**src/rtl/core/mpds_ram.sv**
```systemverilog
// generic single-write, single-read synchronous ram with registered read data
// no dependencies
`default_nettype none

module mpds_ram #(
  parameter int WIDTH = 8,
  parameter int DEPTH = 16
) (
  input  wire logic                                       clk,
  input  wire logic                                       we,
  input  wire logic [((DEPTH > 1) ? $clog2(DEPTH) : 1)-1:0] waddr,
  input  wire logic [WIDTH-1:0]                           wdata,
  input  wire logic                                       re,
  input  wire logic [((DEPTH > 1) ? $clog2(DEPTH) : 1)-1:0] raddr,
  output logic      [WIDTH-1:0]                           rdata
);

  logic [WIDTH-1:0] mem [DEPTH];

  always_ff @(posedge clk) begin
    if (we) begin
      mem[waddr] <= wdata;
    end
    if (re) begin
      rdata <= mem[raddr];
    end
  end

endmodule

`default_nettype wire

```
**config.mk**
```make
export PLATFORM = sky130hd
export DESIGN_NAME = mpds_ram
export DESIGN_NICKNAME = d
export VERILOG_FILES = /design/src/rtl/core/mpds_ram.sv
export SDC_FILE = /design/constraint.sdc
export NUM_CORES = 1
export LEC_CHECK = 0
export BUFFER_PORTS_ARGS = -buffer_cell sky130_fd_sc_hd__buf_2
export CAP_MARGIN = 5
export CORE_MARGIN = 2
export CORE_UTILIZATION = 56
export CTS_CLUSTER_SIZE = 10
export DETAILED_ROUTE_END_ITERATION = 8
export PLACE_DENSITY = 0.79
export SKIP_CTS_REPAIR_TIMING = 1
export SYNTH_ARGS = -nofsm -noshare
export SYNTH_HDL_FRONTEND = slang
export SYNTH_SLANG_ARGS = --single-unit
```
**constraint.sdc**
```tcl
create_clock -name clk -period 2.8 [get_ports clk]
set_clock_uncertainty 0.2 [all_clocks]
set_input_delay 0.42 -clock clk [delete_from_list [all_inputs] [get_ports clk]]
set_output_delay 0.42 -clock clk [all_outputs]
set_load 0.005 [all_outputs]
```
Yosys cells after proc, flatten, opt, wreduce, memory -nomap -nowiden
Memories as Yosys holds them, arrays and structs flattened. A register that Yosys moved wholly into a read port is not among the register bits.
Cells that the tools add are included.
{"block": "classes", "n_mux": 2}
{"op": "$mux W1", "n": 2}
{"block": "word_totals", "register_bits": 0, "ramBits": 128, "output_inout_bits": 8, "memories": 1}
{"name": "mem", "depth": 16, "word_bits": 8, "read_ports": 1, "rd_ports_with_merged_regs": 1, "wr": 1, "line_no": "18", "rtl": "logic [WIDTH-1:0] mem [DEPTH];"}

Depth between registers and ports, before layout
{"block": "logic_depth", "word_depth": 2, "mapped_depth": 5}

Least setup slack after synthesis
OpenSTA, ideal clock, no wires.
{"block": "synth_path", "path_kind": "input to register", "from": "input waddr[2] (netlist bit)", "to": "memory mem[0][0] (enable)", "setup_ps": 383, "arrival_time_ps": 1530, "required_time_ps": 2217, "setup_slack_ps": 687, "path_stages": 2, "path_cell_list": "or3b_2 > nor3_1"}
{"element": "from (decl)", "line_no": "11", "rtl": "input wire logic [((DEPTH > 1) ? $clog2(DEPTH) : 1)-1:0] waddr,"}
{"element": "to (decl)", "line_no": "18"}
No word-level cell before the write port.

Worst setup path in the final report
{"block": "layout_path", "from": "register rdata[4], read port of mem", "to": "output rdata[4]"}
{"element": "from (decl)", "line_no": "15", "rtl": "output logic [WIDTH-1:0] rdata"}
No word-level cell between the ends.

==> metrics.log <==
INFO  metric run_status = finished, final reports clean
INFO  metric routed_wirelength = 10,550 um
INFO  metric layout_commonest_cell = sky130_fd_sc_hd__edfxtp_1
INFO  metric timing.reg2reg.setup_slack = 1.08 ns
INFO  metric most-common-layout-cells = 136 x sky130_fd_sc_hd__edfxtp_1, 26 x sky130_fd_sc_hd__buf_2, 18 x sky130_fd_sc_hd__mux4_2
INFO  metric setup_total_negative_slack = 0 ns
INFO  metric critPathMaxStageDelay = 0.43 ns
INFO  metric maxcap_violations = 0
INFO  metric nNetsFinal = 301
INFO  metric top_area_cells_in_the_synthesized_netlist = sky130_fd_sc_hd__edfxtp_1 78%, sky130_fd_sc_hd__mux4_2 7.8%, sky130_fd_sc_hd__mux4_1 7.0%
INFO  metric route.met3.wl = ~820 um
INFO  metric timing.critical_path.from = rdata[4]$_DFFE_PP_
INFO  metric placement.io_buffers = 26
INFO  metric ys_seq_elements = 136
INFO  metric antenna_found_initial = 0
INFO  metric highest-signal-layer = met4
INFO  metric setup_failing_eps_final = 0
INFO  metric tightest_slew = 0.8928 ns
INFO  metric power.share.switching = 19.43%
INFO  metric timing.critical_path.to = rdata[4]
INFO  metric track_usage = 23.15%
INFO  metric cts_max_level = 4
INFO  metric critical_path_peak_fanout = 1
INFO  metric clkPwrFrac = around 50%
INFO  metric internal_power = approximately 4.0 mW
INFO  metric period_share = 61.98%
INFO  metric number_of_buffers_inserted_during_clock_tree_synthesis = 17
INFO  metric nFillCells = 529
INFO  metric die_area = between 10,000 and 15,000 um2
INFO  metric synthesis.area = approximately 5200 um2
INFO  metric avgSynthCellArea = approximately 23 um2
INFO  metric antennaDiodeCount = 0
INFO  metric drtIter0Drc = 295
INFO  metric cp_num_buf_inv = 1
INFO  metric hp-class = input port to register
INFO  metric final.min_clock_period = 1.735 ns
INFO  metric power.combinational.fraction = between 4 and 5%
INFO  metric max_clock_freq = between 500 and 600 MHz
INFO  metric path_delay_family = flip-flops
INFO  metric critical_path_end_type = output pin
INFO  metric wire_per_inst = about 26 um
INFO  metric antenna_violating_nets_post_route = 0
INFO  metric final_max_slew_viol_count = 0
INFO  metric vias_in_the_first_global_route = 2,660
INFO  metric final-hold-violation-count = 0
INFO  metric dpl.hpwl = 6405 um
INFO  metric core-area = 9153 um2
INFO  metric cell_count_after_synthesis = 229
INFO  metric worst_reg2reg_path_endpoint = rdata[1]$_DFFE_PP_
INFO  metric timing.critical_path.from_type = register
INFO  metric synthesis.nets = 248
INFO  metric yosys_warnings = 0
INFO  metric finalWeightedCongestion = 0.7778
INFO  metric place_worst_setup_slack = 0.5948 ns
INFO  metric timing.critical_path.cells = buf_2
INFO  metric clk_pin_slew = 0.06 ns
INFO  metric drc_errors = 0
INFO  metric ir_worst_vdd = 0.5109 mV
INFO  metric grt_start_max_net_pins = 33
INFO  metric timing.critical_path.depth = 1
INFO  metric grt_overflow_total = 0
INFO  metric detail_route.first_pass.iterations = 4
INFO  metric rsz0062_at_grt = false
INFO  metric netSwitchingPower = between 0.9 and 1 mW
INFO  metric cts_tree = yes
INFO  metric share_of_final_layout_standard_cells_stronger_than_drive_strength_1 = roughly a third
INFO  metric yosysUniqueCellTypes = 18
INFO  metric std_cell_rows = 35
INFO  metric final-instance-count-excl-fill = slightly above 400
INFO  metric wl_met1 = around 4200 um
INFO  metric syn2layout_area_growth = 19.20%
INFO  metric setup_slack = 1.065 ns
INFO  metric die_x = 100.6 um
INFO  metric power.sequential.fraction = 46.4%
INFO  metric synth_area_leader_cell = sky130_fd_sc_hd__edfxtp_1
INFO  metric static_leak = 2.128 nW
INFO  metric via_per_inst = 6.310
INFO  metric critical_path_class = register to output pin
INFO  metric ff_to_ff_start = mem[1][1]$_DFFE_PP_
INFO  metric synth_top_cell_area_share = 78.12%
INFO  metric io-pin-count = 27
INFO  metric grt_pass1_wl = 15,820 um
INFO  metric worst-endpoint-arrival = 1.12 ns
INFO  metric route.vias.total = approximately 2,600
INFO  metric synth-seq-area-share = 78.12%
INFO  metric placed_cells = 374
INFO  metric power-per-cell-area = 799.5 nW/um2
INFO  metric slew_headroom = between 40% and 50%
INFO  metric cts_root_buf = sky130_fd_sc_hd__clkbuf_8
INFO  metric required = 2.18 ns
INFO  metric clk_latency = 0.52 ns
INFO  metric crit_path_top_delay_cell = sky130_fd_sc_hd__edfxtp_1
INFO  metric effective_utilization_at_floorplan = 57.12%
INFO  metric die_h = 100.6 um
INFO  metric met2_wirelength = 5373 um
INFO  metric maximum_count_of_clock_buffers_along_a_single_path = 2
INFO  metric utilization = 68.08%
INFO  metric reg2reg_depth = 3
INFO  metric numClockSinks = 136
## through the flow
stage	area [um2]	hold WS, ns	total power [mW]
after floorplan	5228	0.3189	2.461
after global placement	5570	0.5372	2.548
after detailed placement	5570	0.5509	2.557
after CTS	6231	0.06038	5.009
after global routing	6231	0.06034	5.109
final	6231	0.08156	4.982
## final cells by class
| type | count | area (um2) | area share [%] |
|---|---|---|---|
| flip-flops and latches | 136 | 4084 | 65.54 |
| clock buffers | 17 | 414.1 | 6.647 |
| well taps | 111 | 138.9 | 2.229 |
| multi-input cells | 83 | 1057 | 16.97 |
| clock inverters | 15 | 246.5 | 3.956 |
| repair buffers | 44 | 290.3 | 4.659 |
## routing by layer
| layer | track usage, % | up-vias |
|---|---|---|
| li1 | - | 1090 |
| met1 | 31.88 | 1308 |
| met2 | 35.44 | 147 |
| met3 | 5.895 | 17 |
| met4 | 10.54 | 0 |
| met5 | 0 | - |
## state kept, by name, summed over array words and instances (netlist names)
name	flops
mem	128
rdata	8
## power by group through the flow
stage / clock network, mW / logic [mW] / registers, mW
6_report: 2.46 / 0.210 / 2.31
5_1_grt: 2.57 / 0.226 / 2.31
4_1_cts: 2.49 / 0.211 / 2.31
3_5_place_dp: 0 / 0.207 / 2.35
3_3_place_gp: 0 / 0.200 / 2.35
2_1_floorplan: 0 / 0.116 / 2.35
## cell usage after synthesis
master / n
sky130_fd_sc_hd__nand2b_1: 2
sky130_fd_sc_hd__or3b_2: 1
sky130_fd_sc_hd__clkdlybuf4s25_2: 3
sky130_fd_sc_hd__mux4_2: 18
sky130_fd_sc_hd__a22oi_1: 16
sky130_fd_sc_hd__and2b_1: 1
sky130_fd_sc_hd__and2_1: 1
sky130_fd_sc_hd__buf_2: 3
sky130_fd_sc_hd__nand3b_1: 2
sky130_fd_sc_hd__edfxtp_1: 136
sky130_fd_sc_hd__nand2_1: 9
sky130_fd_sc_hd__nand3_1: 1
sky130_fd_sc_hd__mux4_1: 14
sky130_fd_sc_hd__buf_4: 1
sky130_fd_sc_hd__buf_6: 3
sky130_fd_sc_hd__nor2b_1: 1
sky130_fd_sc_hd__nor3_1: 4
sky130_fd_sc_hd__nor2_1: 13
## how the worst min path moves through the flow
stage          slack (ns)  cells after the start                 start                  end
3_3_place_gp         0.54                      3  mem[14][7]$_DFFE_PP_   rdata[7]$_DFFE_PP_
4_1_cts              0.06                      1                    re   rdata[2]$_DFFE_PP_
2_1_floorplan        0.32                      0              wdata[0]  mem[0][0]$_DFFE_PP_
6_report             0.08                      1                    re   rdata[2]$_DFFE_PP_
5_1_grt              0.06                      1                    re   rdata[3]$_DFFE_PP_
3_5_place_dp         0.55                      3   mem[0][2]$_DFFE_PP_   rdata[2]$_DFFE_PP_
## cells by family after synthesis
kind of cell / count (synthesis) / synth area share (%)
flip-flops: 136 / 78.12
AND/OR/NAND/NOR: 35 / 3.136
multiplexers: 32 / 14.79
AO/OA/AOI/OAI: 16 / 2.298
buffers and inverters: 10 / 1.651
(Power assumes the default switching activity.)
