**src/rtl/core/mpds_pkg.sv**
```systemverilog
// shared types, sizes and the level-pair slot table for module path delay select
// no dependencies; imported by the top and classify modules
`default_nettype none

package mpds_pkg;

  localparam int NUM_PATHS   = 16;
  localparam int NUM_SLOTS   = 12;
  localparam int VEC_WIDTH   = 32;
  localparam int DELAY_WIDTH = 32;

  localparam int PORT_W     = 6;
  localparam int SLOT_W     = 4;
  localparam int PATH_AW    = (NUM_PATHS > 1) ? $clog2(NUM_PATHS) : 1;
  localparam int PATH_CW    = $clog2(NUM_PATHS + 1);
  localparam int SLOT_DEPTH = NUM_PATHS * NUM_SLOTS;
  localparam int SLOT_AW    = $clog2(SLOT_DEPTH);

  typedef enum logic {
    OP_WRITE = 1'b0,
    OP_QUERY = 1'b1
  } opcode_t;

  typedef enum logic [1:0] {
    LVL_ZERO = 2'd0,
    LVL_ONE  = 2'd1,
    LVL_X    = 2'd2,
    LVL_Z    = 2'd3
  } level_t;

  typedef logic [SLOT_W-1:0] slot_t;

  typedef struct packed {
    logic [PORT_W-1:0] src;
    logic [PORT_W-1:0] dst;
  } path_ports_t;

  typedef struct packed {
    logic [DELAY_WIDTH-1:0] delay;
    logic [DELAY_WIDTH-1:0] reject;
    logic [DELAY_WIDTH-1:0] error;
  } slot_values_t;

  // rows: from level, columns: to level (0, 1, x, z)
  localparam slot_t SLOT_MAP [4][4] = '{
    '{4'd0, 4'd0, 4'd6,  4'd2},
    '{4'd1, 4'd0, 4'd8,  4'd4},
    '{4'd9, 4'd7, 4'd0,  4'd10},
    '{4'd5, 4'd3, 4'd11, 4'd0}
  };

  function automatic slot_t slot_of(level_t from_lvl, level_t to_lvl);
    return SLOT_MAP[from_lvl][to_lvl];
  endfunction

endpackage

`default_nettype wire

```
**src/rtl/core/mpds_classify.sv**
```systemverilog
// reduces the from and to four-state values to levels and maps the pair to a slot
// depends on mpds_pkg
`default_nettype none

module mpds_classify (
  input  wire logic [63:0]    from_value,
  input  wire logic [63:0]    to_value,
  output mpds_pkg::slot_t     slot
);
  import mpds_pkg::*;

  function automatic level_t level_of(logic [63:0] v);
    logic [VEC_WIDTH-1:0] aval;
    logic [VEC_WIDTH-1:0] bval;
    level_t               lvl;
    aval = v[VEC_WIDTH-1:0];
    bval = v[32+VEC_WIDTH-1:32];
    if (aval == '0 && bval == {VEC_WIDTH{1'b1}}) begin
      lvl = LVL_Z;
    end else if (bval != '0) begin
      lvl = LVL_X;
    end else if (aval != '0) begin
      lvl = LVL_ONE;
    end else begin
      lvl = LVL_ZERO;
    end
    return lvl;
  endfunction

  assign slot = slot_of(level_of(from_value), level_of(to_value));

endmodule

`default_nettype wire
```
**config.mk**
```make
export PLATFORM = sky130hd
export DESIGN_NAME = mpds_classify
export DESIGN_NICKNAME = d
export VERILOG_FILES = /design/src/rtl/core/mpds_pkg.sv /design/src/rtl/core/mpds_classify.sv
export SDC_FILE = /design/constraint.sdc
export NUM_CORES = 1
export LEC_CHECK = 0
export ABC_AREA = 0
export BUFFER_PORTS_ARGS = -buffer_cell sky130_fd_sc_hd__buf_4
export CAP_MARGIN = 20
export CORE_ASPECT_RATIO = 0.6
export CORE_UTILIZATION = 28
export DETAILED_ROUTE_END_ITERATION = 16
export PLACE_DENSITY = 0.9
export SYNTH_ARGS = -nofsm -noshare
export SYNTH_HDL_FRONTEND = slang
export SYNTH_SLANG_ARGS = --single-unit
```
**constraint.sdc**
```tcl
create_clock -name vclk -period 5.15
set_input_delay 0 -clock vclk [all_inputs]
set_output_delay 0 -clock vclk [all_outputs]
set_load 0.02 [all_outputs]
```
After elaboration in Yosys (flattened, before gate mapping):

Cells that the tools add are included.

* logic and storage cells: 26
* input port bits: 128
* register bits after elaboration: 0

* order comparisons: 2
* reductions and logical operators: 8
* bitwise gates (word level): 2
* eq/ne operators: 2
* multiplexer cells: 12

Operators by type and width (number)
* nonzero test 32 bit: 4
* equality test 32 bit, second input constant: 2
* logical NOT 32 bit: 2
* binary-select mux 16 bit (select 2 bit): 1
* 2-to-1 mux 16 bit: 2
* binary-select mux 4 bit (select 2 bit): 1
* 2-to-1 mux 2 bit: 4
* 2-to-1 mux 4 bit: 2
* >= comparator 3 bit, second input constant: 2
* inverter 2 -> 3 bit: 2
* logical AND 1 bit: 2
* 2-to-1 mux 1 bit: 2

Logic depth before layout (Yosys ltp):

* depth after elaboration: 11
* gate-level depth with buffers: 11
* gate-level depth less buffers: 10

Worst setup path before layout:

Ideal clock, no wire load.

* path kind: input-to-output
* start point: in from_value[56]
* end point: out slot[2]
* path buffers: 1
* setup slack: 3.212 ns
* required time: 5.150 ns
* cell stages on the path: 11
* arrival: 1.938 ns
* path through: nor4_1 nand4_1 or2_0 clkbuf_1 mux2i_1 inv_1 ha_1 inv_1 a41oi_1 a2111oi_1 a211oi_2

* cells in the longest elaborated chain, start to end: 10

RTL lines
* start, declared: RTL line mpds_classify.sv:6 `input wire logic [63:0] from_value,`
* nonzero test 32 bit / equality test 32 bit (equally long branches): RTL line mpds_classify.sv:20, mpds_classify.sv:18
* 2-to-1 mux 2 bit / logical AND 1 bit (equally long branches): RTL line mpds_classify.sv:20, mpds_classify.sv:18
* 2-to-1 mux 2 bit *: RTL line mpds_classify.sv:18 `if (aval == '0 && bval == {VEC_WIDTH{1'b1}}) begin`
* inverter 2 -> 3 bit (implied by the code) *: RTL line mpds_pkg.sv:53 `return SLOT_MAP[from_lvl][to_lvl];`
* binary-select mux 16 bit (select 2 bit) *: RTL line mpds_pkg.sv:53
* 2-to-1 mux 16 bit (implied by the code) * (2 in series): RTL line mpds_pkg.sv:53
* binary-select mux 4 bit (select 2 bit) *: RTL line mpds_pkg.sv:53
* 2-to-1 mux 4 bit (implied by the code) * (2 in series): RTL line mpds_pkg.sv:53
* end, declared: RTL line mpds_classify.sv:8 `output mpds_pkg::slot_t slot`

Every way passes the cells marked *; elsewhere a longest branch is shown, timed or not. The select of a mux whose other input is x is not followed.

Worst setup path in the final report:

* start point: in from_value[38]
* end point: out slot[2]

The elaborated chain is that of the path after synthesis.

==> results.yml <==
sta:
  finalCritPeriodShare_pct: 46.9
  maxSlewHeadroom_pct: 67.1
  finalSetupViolations: 0
  min_period_ns: 2.42
  tns_ns: 0
  fmax_ghz: 0.414
  hold_viol: 0
  worst_pin_slew_ns: 0.492
  maxSlewViolCount: 0
  rsz0062_at_grt: "false"
  fin_ws_ns: 2.73
logic_synthesis:
  ys_seq_area_share_pct: 0
  synthCells: 97
  synthAdderAreaFrac_pct: 9.60
  synthesis.nets: 230
  synth.area.mux_share_pct: 3.07
  synth_xor_area_share_pct: 0
  synth_cell_types: 25
  synth_top_family_by_area: "simple AND/OR/NAND/NOR gates"
  yosys.area_share.simple_pct: 70.1
  avgSynthCellArea_um2: 6.72
  synth_compound_gate_area_share_pct: 13.2
  yosysWarnings: 0
  synthesis.area_um2: 652
floorplan:
  start_util_pct: 29.9
  die_h_um: 39.4
  fp.dieW_um: 64.3
  pin_count: 132
  rows: 13
  dieArea_um2: 2530
  core_area_um2: 2180
cts:
  cts_resized: 0
  postCtsHoldBufs: 0
  post-cts-setup-buffers: 0
route:
  drtAntennaViolNets: 0
  num_vias: 1394
  drtIter0Drc: 20
  drtPass1Iterations: 4
  viasPerCell: 5.42
  drc: 0
  drt-total-wl_mm: 3.54
  wire_per_inst_um: 13.8
layout:
  multiInputGateArea_um2: 626
  fin_util_pct: 76.4
  nFillCells: 166
  layout-drive-gt1-share_pct: 59.5
  fin_nets: 362
  clockBufferCount: 0
  syn_to_final_growth_pct: 155
  layout.cells.non_filler: 257
  diodes: 0
  seq_cell_count: 0
  seq_area_um2: 0
worst_setup_path:
  cpPeakStageDelay_ns: 0.41
  path_class: "input port to output pin"
  end_kind: "output pin"
  path_buf_inv: 4
  crit_slowest_cell: "a2111oi_1"
  critPathRequiredTime_ns: 5.15
  cp_cell_sequence: "buf_4 > nor4_1 > nand4_1 > or2_0 > mux2i_1 > inv_1 > ha_1 > inv_1 > a41oi_1 > a2111oi_1 > a211oi_2 > buf_4"
  crit_family: "simple AND/OR/NAND/NOR gates"
  crit_fanout: 6
  worstPathArrival_ns: 2.42
  critPathLaunchType: "input port"
run:
  maxCapViolCount: 0
global_routing:
  grt_first_pass_wirelength_mm: 5.16
  grt_pass1_vias: 1313
  grt_max_degree: 11
  antenna_found_initial: 0
  grt_overflow: 0
  grtUsageTotal_pct: 26.1
placement:
  post-place-ws_ns: 2.72
  gp_congestion: 0.770
  place_inst: 257
  place_hpwl_mm: 3.29
  io_buffers: 132
pwr:
  ir_drop_mv: 0.0342
  leakagePower_nw: 0.748
  power_uw: 87.4
  powerDensity_nw_per_um2: 52.5
run_status:
  status: "completed"
worst_hold_path:
  holdCritPathClass: "input port to output pin"
-- metal layers --
metal  track usage (%)  part of all wire (%)  wire length, um
met1              25.7                    36             1270
met2              61.6                    57             2000
met5                 0                     0                0
met3              2.62                   6.8              242
met4              3.33                  0.71               25
-- report_power, final --
part           switching (mW)  internal [mW]  leakage [nW]
clock                       0              0             0
sequential                  0              0             0
combinational          0.0223         0.0650         0.748
total                  0.0223         0.0650         0.748
-- cells by family (layout without fill, tap and decap cells) --
| logic type | count (synthesis) | count (layout) |
|---|---|---|
| AND/OR/NAND/NOR | 75 | 75 |
| adder cells (fa/ha/maj) | 5 | 5 |
| buffers and inverters | 5 | 135 |
| AO/OA/AOI/OAI | 10 | 10 |
| multiplexers | 2 | 2 |
-- through the flow --
stage	hold WS, ns	area [um^2]
after floorplan	0.365	652
after global routing	0.647	1670
final	0.596	1670
after detailed placement	0.598	1670
after global placement	0.570	1670
after CTS	0.599	1670
-- layout by cell type (no fill, tap or decap), drive strengths merged, types with 3 or more instances in the layout --
master  count
nor4       26
nor2        8
nand2       3
ha          5
nand4      22
buf       132
or4        10
inv         3
-- cell usage after synthesis --
master | n | area [um^2]
buf_6 | 1 | 11.3
and2_1 | 1 | 6.26
a211oi_2 | 1 | 12.5
ha_1 | 5 | 62.6
o2bb2ai_1 | 1 | 8.76
nor2_1 | 8 | 30.0
a21oi_1 | 2 | 10.0
clkbuf_1 | 1 | 3.75
a211oi_1 | 1 | 7.51
a41oi_1 | 1 | 8.76
nor4_1 | 26 | 163
o221a_1 | 1 | 11.3
a2111oi_1 | 1 | 10.0
or2_2 | 1 | 6.26
or2_0 | 1 | 6.26
mux2i_1 | 2 | 20.0
and4_1 | 1 | 8.76
nand4_1 | 22 | 138
or4_1 | 10 | 75.1
o211ai_1 | 1 | 7.51
a211o_2 | 1 | 10.0
nand3b_1 | 1 | 7.51
inv_1 | 3 | 11.3
nand3_1 | 1 | 5.00
nand2_1 | 3 | 11.3
-- final timing paths --
path	start	slack [ns]	to	cells after the start
setup / recovery	from_value[38]	2.73	slot[2]	12
hold / removal	to_value[14]	0.60	slot[3]	7
-- cell type report --
cell class	count	share of cell area (%)
Timing Repair Buffer	132	59.5
Multi-Input combinational cell	92	37.6
Tap cell	30	2.25
Inverter	3	0.676
Note: power is estimated with default switching activity, not from simulation.
